===== src/rtl/ifmf_pkg.sv =====
package ifmf_pkg;

    localparam int unsigned CfgIndexWidth = 8;
    localparam int unsigned CfgDataWidth  = 16;

    localparam logic [CfgIndexWidth-1:0] CFG_STALE_LIMIT = 8'd0;
    localparam logic [CfgIndexWidth-1:0] CFG_SLOW_LIMIT  = 8'd1;

    localparam logic [15:0] STALE_LIMIT_RESET = 16'd100;
    localparam logic [15:0] SLOW_LIMIT_RESET  = 16'd50;

    localparam int unsigned InDataWidth  = 80;
    localparam int unsigned OutDataWidth = 200;

    typedef struct packed {
        logic               kind;
        logic [31:0]        now_ms;
        logic signed [15:0] roll_in;
        logic signed [15:0] pitch_in;
        logic signed [15:0] yaw_in;
    } in_item_t;

    typedef struct packed {
        logic               valid_res;
        logic [31:0]        interval_ms;
        logic [31:0]        slow_events;
        logic [31:0]        stale_events;
        logic [31:0]        sample_count;
        logic signed [15:0] yaw_filtered;
        logic signed [15:0] yaw_latest;
        logic signed [15:0] roll_latest;
        logic signed [15:0] pitch_latest;
    } result_t;

    typedef struct packed {
        logic [15:0] stale_limit_ms;
        logic [15:0] slow_limit_ms;
    } cfg_t;

endpackage


===== src/rtl/ifmf_core.sv =====
module ifmf_core
    import ifmf_pkg::*;
(
    input  logic     aclk,
    input  logic     aresetn,
    input  logic     adv,
    input  in_item_t item,
    input  cfg_t     cfg,
    output result_t  result
);

    logic [31:0]        last_time_reg, last_time_next;
    logic [31:0]        interval_reg, interval_next;
    logic [31:0]        slow_cnt_reg, slow_cnt_next;
    logic [31:0]        stale_cnt_reg, stale_cnt_next;
    logic [31:0]        sample_cnt_reg, sample_cnt_next;
    logic               fresh_reg, fresh_next;
    logic               stale_latch_reg, stale_latch_next;
    logic signed [15:0] filt_yaw_reg, filt_yaw_next;
    logic signed [15:0] roll_reg, roll_next;
    logic signed [15:0] pitch_reg, pitch_next;
    logic signed [15:0] yaw_reg, yaw_next;

    logic        seen;
    logic [31:0] diff;
    logic [16:0] yaw_sum;
    logic        is_stale;

    assign seen    = (last_time_reg != 32'd0);
    assign diff    = item.now_ms - last_time_reg;
    assign yaw_sum = {filt_yaw_reg[15], filt_yaw_reg} + {item.yaw_in[15], item.yaw_in};
    // A new sample resets the age to zero, so only a plain poll can turn stale.
    assign is_stale = !item.kind && seen && (diff > {16'd0, cfg.stale_limit_ms});

    always_comb begin
        last_time_next   = last_time_reg;
        interval_next    = interval_reg;
        slow_cnt_next    = slow_cnt_reg;
        stale_cnt_next   = stale_cnt_reg;
        sample_cnt_next  = sample_cnt_reg;
        fresh_next       = fresh_reg;
        stale_latch_next = stale_latch_reg;
        filt_yaw_next    = filt_yaw_reg;
        roll_next        = roll_reg;
        pitch_next       = pitch_reg;
        yaw_next         = yaw_reg;
        if (item.kind) begin
            roll_next       = item.roll_in;
            pitch_next      = item.pitch_in;
            yaw_next        = item.yaw_in;
            sample_cnt_next = sample_cnt_reg + 32'd1;
            last_time_next  = item.now_ms;
            if (seen) begin
                interval_next = diff;
                if (diff > {16'd0, cfg.slow_limit_ms}) begin
                    slow_cnt_next = slow_cnt_reg + 32'd1;
                end
            end else begin
                interval_next = 32'd0;
            end
            if (!fresh_reg) begin
                filt_yaw_next = item.yaw_in;
            end else begin
                filt_yaw_next = yaw_sum[16:1];
            end
            fresh_next       = 1'b1;
            stale_latch_next = 1'b0;
        end
        if (is_stale) begin
            fresh_next = 1'b0;
            if (!stale_latch_reg) begin
                stale_cnt_next   = stale_cnt_reg + 32'd1;
                stale_latch_next = 1'b1;
            end
        end
    end

    always_comb begin
        result.valid_res    = fresh_next;
        result.interval_ms  = interval_next;
        result.slow_events  = slow_cnt_next;
        result.stale_events = stale_cnt_next;
        result.sample_count = sample_cnt_next;
        result.yaw_filtered = filt_yaw_next;
        result.yaw_latest   = yaw_next;
        result.roll_latest  = roll_next;
        result.pitch_latest = pitch_next;
    end

    always_ff @(posedge aclk) begin
        if (!aresetn) begin
            last_time_reg   <= 32'd0;
            interval_reg    <= 32'd0;
            slow_cnt_reg    <= 32'd0;
            stale_cnt_reg   <= 32'd0;
            sample_cnt_reg  <= 32'd0;
            fresh_reg       <= 1'b0;
            stale_latch_reg <= 1'b0;
            filt_yaw_reg    <= 16'sd0;
            roll_reg        <= 16'sd0;
            pitch_reg       <= 16'sd0;
            yaw_reg         <= 16'sd0;
        end else if (adv) begin
            last_time_reg   <= last_time_next;
            interval_reg    <= interval_next;
            slow_cnt_reg    <= slow_cnt_next;
            stale_cnt_reg   <= stale_cnt_next;
            sample_cnt_reg  <= sample_cnt_next;
            fresh_reg       <= fresh_next;
            stale_latch_reg <= stale_latch_next;
            filt_yaw_reg    <= filt_yaw_next;
            roll_reg        <= roll_next;
            pitch_reg       <= pitch_next;
            yaw_reg         <= yaw_next;
        end
    end

    a_sample_sets_fresh: assert property (@(posedge aclk) disable iff (!aresetn)
        adv && item.kind |=> fresh_reg)
        else $error("A sample item did not leave the monitor valid.");

    a_sample_counts: assert property (@(posedge aclk) disable iff (!aresetn)
        adv && item.kind |=> sample_cnt_reg == $past(sample_cnt_reg) + 32'd1)
        else $error("Sample counter did not step on a sample item.");

    a_latch_not_fresh: assert property (@(posedge aclk) disable iff (!aresetn)
        stale_latch_reg |-> !fresh_reg)
        else $error("Stale latch is set while the monitor is valid.");

    a_idle_holds_stale: assert property (@(posedge aclk) disable iff (!aresetn)
        !adv |=> $stable(stale_cnt_reg) && $stable(last_time_reg))
        else $error("State changed without an item moving forward.");

endmodule


===== src/rtl/imu_freshness_monitor_filter_unit.sv =====
// IMU freshness monitor with yaw averaging filter.
// Input items arrive on the s_ channel: tuser carries the kind (plain time
// poll or poll with a new attitude sample), tdata the timestamp and angles.
// Every input item produces exactly one result item on the m_ channel with
// the valid flag, the last sample interval, the slow, stale and sample
// counters, the filtered yaw and the latest roll, pitch and yaw.
// The stale and slow limits are written through the cfg_ channel, which is
// always ready; write them only while no item is in flight.
// An accepted item sits in an input register, is processed by a single level
// of logic and is loaded into the output register when that register is free,
// which raises m_tvalid; the result is then taken from the output register.
// One item per cycle is sustained while m_tready is high; the state update is
// the only loop and settles combinationally from the state registers.
// When the receiver stalls, the output register holds its item and the input
// register still takes one more item if it is empty, after which s_tready drops.
// Reset clears all counters, the last update time, the angles and the filter,
// and restores the limits to 100 ms stale and 50 ms slow.
module imu_freshness_monitor_filter_unit
    import ifmf_pkg::*;
(
    input  logic                     aclk,
    input  logic                     aresetn,
    input  logic                     s_tvalid,
    output logic                     s_tready,
    // now_ms[31:0], roll_in[47:32], pitch_in[63:48], yaw_in[79:64]
    input  logic [InDataWidth-1:0]   s_tdata,
    // kind
    input  logic                     s_tuser,
    output logic                     m_tvalid,
    input  logic                     m_tready,
    // valid_res[0], interval_ms[32:1], slow_events[64:33], stale_events[96:65],
    // sample_count[128:97], yaw_filtered[144:129], yaw_latest[160:145],
    // roll_latest[176:161], pitch_latest[192:177], zero fill above
    output logic [OutDataWidth-1:0]  m_tdata,
    input  logic                     cfg_valid,
    output logic                     cfg_ready,
    input  logic [CfgIndexWidth-1:0] cfg_index,
    input  logic [CfgDataWidth-1:0]  cfg_data
);

    logic     in_valid_reg;
    in_item_t in_item_reg;
    logic     out_valid_reg;
    result_t  out_reg;
    result_t  core_result;
    cfg_t     cfg_reg;
    logic     adv;

    assign adv       = in_valid_reg && (!out_valid_reg || m_tready);
    assign s_tready  = !in_valid_reg || adv;
    assign cfg_ready = 1'b1;
    assign m_tvalid  = out_valid_reg;

    assign m_tdata = {7'd0, out_reg.pitch_latest, out_reg.roll_latest, out_reg.yaw_latest,
                      out_reg.yaw_filtered, out_reg.sample_count, out_reg.stale_events,
                      out_reg.slow_events, out_reg.interval_ms, out_reg.valid_res};

    always_ff @(posedge aclk) begin
        if (!aresetn) begin
            cfg_reg.stale_limit_ms <= STALE_LIMIT_RESET;
            cfg_reg.slow_limit_ms  <= SLOW_LIMIT_RESET;
        end else if (cfg_valid) begin
            unique case (cfg_index)
                CFG_STALE_LIMIT: cfg_reg.stale_limit_ms <= cfg_data;
                CFG_SLOW_LIMIT:  cfg_reg.slow_limit_ms  <= cfg_data;
                default: ;
            endcase
        end
    end

    always_ff @(posedge aclk) begin
        if (!aresetn) begin
            in_valid_reg  <= 1'b0;
            out_valid_reg <= 1'b0;
        end else begin
            if (s_tready) begin
                in_valid_reg <= s_tvalid;
            end
            if (adv) begin
                out_valid_reg <= 1'b1;
            end else if (m_tready) begin
                out_valid_reg <= 1'b0;
            end
        end
    end

    always_ff @(posedge aclk) begin
        if (s_tvalid && s_tready) begin
            in_item_reg.kind     <= s_tuser;
            in_item_reg.now_ms   <= s_tdata[31:0];
            in_item_reg.roll_in  <= s_tdata[47:32];
            in_item_reg.pitch_in <= s_tdata[63:48];
            in_item_reg.yaw_in   <= s_tdata[79:64];
        end
        if (adv) begin
            out_reg <= core_result;
        end
    end

    ifmf_core u_core (
        .aclk    (aclk),
        .aresetn (aresetn),
        .adv     (adv),
        .item    (in_item_reg),
        .cfg     (cfg_reg),
        .result  (core_result)
    );

endmodule

===== config.mk =====
export PLATFORM = sky130hd
export DESIGN_NAME = imu_freshness_monitor_filter_unit
export DESIGN_NICKNAME = d
export VERILOG_FILES = /design/src/rtl/ifmf_pkg.sv /design/src/rtl/ifmf_core.sv /design/src/rtl/imu_freshness_monitor_filter_unit.sv
export SDC_FILE = /design/constraint.sdc
export NUM_CORES = 1
export LEC_CHECK = 0
export BUFFER_PORTS_ARGS = -buffer_cell sky130_fd_sc_hd__buf_2
export CORE_MARGIN = 3
export CORE_UTILIZATION = 55
export CTS_BUF_LIST = sky130_fd_sc_hd__clkbuf_8
export CTS_CLUSTER_SIZE = 14
export DETAILED_ROUTE_END_ITERATION = 16
export HOLD_SLACK_MARGIN = 0.1
export PLACE_DENSITY = 0.88
export SYNTH_ARGS = -nofsm -noshare
export SYNTH_HDL_FRONTEND = slang
export SYNTH_SLANG_ARGS = --single-unit

===== constraint.sdc =====
create_clock -name aclk -period 7.8 [get_ports aclk]
set_input_delay 0.39 -clock aclk [delete_from_list [all_inputs] [get_ports aclk]]
set_output_delay 0.39 -clock aclk [all_outputs]
set_load 0.1 [all_outputs]

==> out/qor.txt <==
status: complete, no violations
Max Fclk: 177 MHz
commonest cells after routing, fill and taps aside: 319 x nand2_1, 304 x buf_2, 274 x edfxtp_1, 260 x dfxtp_1, 235 x a21oi_1
DRT iter0 DRCs: 2,224
post-DP HPWL: 42.5 mm
crit path time final: 5.64 ns
final setup TNS: 0 ns
Die ar.: 48,700 µm²
Mapped Cells: 2,515
area post-placement: 27,100 µm²
Synth Cell Area: 25,300 µm²
clk root buf: clkbuf_8
Post-synth EDFFs: 274
Tcrit/Tclk final: 72.3%
initial antenna violation count: 3
# setup viols final: 0
# resized after CTS: 0
VDD IR max: 199 µV
GPL Wtd Cong: 0.917
Die Width: 221 µm
synth warn: 0
flops & latches, synth: 534
Main synth FF type: edfxtp_1
Hold Vio Cnt, Final: 0
smallest setup slack after layout: 2.16 ns
RSZ-0062 raised after global routing: false
drt wl/cell: 19.2 µm
vias in the first global route: 20.2k
core area: 45,500 µm²
CTS H-tree depth: 3
final wirelength: 68.1 mm
largest net degree at the start of global routing: 151
Critical Path Start Type: flop
global route overflow: 0
Sink Count: 534
post-synthesis sequential area ratio: 53.0%
clock transition at the registers of the reported paths: 0.07 ns
share of cells above drive strength 1: 18.3%
Detailed Routing Iterations Pass 1: 6
vias per cell: 5.87
CP Data Arrival Time: 6.04 ns
clock buffer count from CTS: 86
Clock Path Buffers: 3
max-cap viol count: 0
Avg Cell Area, Syn: 10.1 µm²
Crit Path Max Fanout: 46
crit path kind: reg2reg
nets: 3,069
Slew headroom: 17.4%
Total GRT Usage: 27.5%
P&R area growth vs syn: 18.3%
Initial Utilization: 55.7%
Slew Limit Fails: 0
commonest non-fill, non-tap cell in the layout: nand2_1
final non-filler cell area: 30,000 µm²
Vias: 20.9k
PortBufs: 304
PwrDens: 232 nW/µm²
max reg flops: 193
# DRC: 0
top-level I/O count: 313
Die Y: 221 µm
Hold Path Class: in2reg
static leakage power: 11.7 nW
Fill cells: 3,298
crit path capture type: flop
Worst-Skew Late Latency: 0.68 ns
Worst-Margin Slew: 1.24 ns
Post-synth ARST share: 0%
Row Count: 78
Place WS: 2.32 ns
CTS tree: built
first-pass GRT wire length: 107 mm
Clock Skews: 0.0278 ns
Req. time, crit path: 8.20 ns
Unique masters post-synth: 82
Detail Route Antenna Nets: 0
[synthesized netlist by cell type (all sizes together) (16+ instances only)]
| cell | n | area, µm² |
|---|---|---|
| a211oi | 16 | 125 |
| a21o | 32 | 240 |
| a21oi | 240 | 1220 |
| and2 | 18 | 113 |
| and3 | 34 | 213 |
| buf | 46 | 299 |
| clkbuf | 107 | 405 |
| dfxtp | 260 | 5200 |
| edfxtp | 274 | 8230 |
| ha | 81 | 1010 |
| inv | 112 | 420 |
| mux2 | 62 | 698 |
| mux2i | 43 | 430 |
| nand2 | 320 | 1200 |
| nand2b | 32 | 200 |
| nand3 | 99 | 495 |
| nand4 | 31 | 200 |
| nor2 | 153 | 577 |
| nor3 | 70 | 360 |
| nor4 | 33 | 206 |
| o21ai | 76 | 384 |
| o31ai | 34 | 269 |
| or3 | 32 | 200 |
| or4 | 33 | 248 |
| xnor2 | 52 | 455 |
| xor2 | 95 | 832 |
[worst paths after layout]
check | slack, ns | cells past startpoint | startpoint | end
max | 2.16 | 19 | in_item_reg[53] | m_tdata[62]
min | 0.24 | 3 | aresetn | u_core.interval_reg[17]
max reg2reg | 2.16 | 19 | in_item_reg[53] | m_tdata[62]
min reg2reg | 0.45 | 2 | u_core.yaw_reg[4] | u_core.yaw_reg[4]
[timing repair]
| action | 4_1_cts | 5_1_grt |
|---|---|---|
| setup buffers | 0 | 0 |
| hold buffers | 100 | 0 |
| endpoints found under the hold margin | 121 | 0 |
[logic make-up after synthesis]
kind of cell	count (synthesis)	synth area share (%)
xor gates and xnor gates	147	5.08
AOI/OAI and AO/OA	495	12.2
other	2	0.0296
DFF	534	53.0
buffers and inverters	265	4.44
and+or+nand+nor	884	16.7
muxes	105	4.45
adders and majority gates	83	4.16
[layout make-up]
| class | count | area, µm² | share of cell area, % |
|---|---|---|---|
| inverter | 112 | 433 | 1.44 |
| multi-input combinational | 1722 | 10800 | 36.1 |
| timing repair buffer | 420 | 2660 | 8.85 |
| antenna | 4 | 10.0 | 0.0334 |
| clock buffer | 92 | 1270 | 4.22 |
| sequential | 534 | 13400 | 44.8 |
| clock inverter | 70 | 626 | 2.09 |
| tap | 600 | 751 | 2.50 |
[per-stage QoR]
| step | cells | total power, mW | hold slack (ns) | utilization [%] |
|---|---|---|---|---|
| floorplan | 2521 | 4.07 | 0.434 | - |
| global placement | 3288 | 4.28 | 0.438 | 59.6 |
| detailed placement | 3288 | 4.31 | 0.447 | 59.6 |
| CTS | 3550 | 6.97 | 0.224 | 65.9 |
| global route | 3552 | 7.23 | 0.303 | 66.0 |
| finish | 3554 | 6.97 | 0.238 | 66.0 |
[power breakdown]
| part | switching, mW | total [mW] | leakage (nW) | internal [mW] |
|---|---|---|---|---|
| Clock | 1.18 | 2.65 | 1.08 | 1.48 |
| Combinational | 0.882 | 1.18 | 5.96 | 0.295 |
| Sequential | 0.0572 | 3.14 | 4.68 | 3.08 |
| Total | 2.12 | 6.97 | 11.7 | 4.85 |
[per-layer routing]
metal	vias to the layer above	part of all wire [%]	GRT usage, %	wire, µm
li1	9722	-	-	-
met5	-	0	0	0
met4	0	4.0	12.5	2730
met2	982	48	45.2	33000
met3	191	7.7	5.29	5250
met1	9968	40	35.3	27100
[worst max-delay path, stage by stage, from the launching register on]
cell      delay [ns]
edfxtp_1        0.47
ha_1            0.41
nor3_1          0.11
nor3_2          0.20
o21ai_2         0.12
o31ai_1         0.57
a21oi_1         0.17
xnor2_1         0.43
ha_1            0.34
nand4_1         0.10
nor3_1          0.07
o21ai_0         0.08
o21ai_0         0.11
a211oi_1        0.22
nor2_1          0.07
nor4b_2         0.35
and2_2          0.70
buf_4           0.49
nor3_1          0.14
xor2_1          0.20
Note: power is estimated with default switching activity, not from simulation.
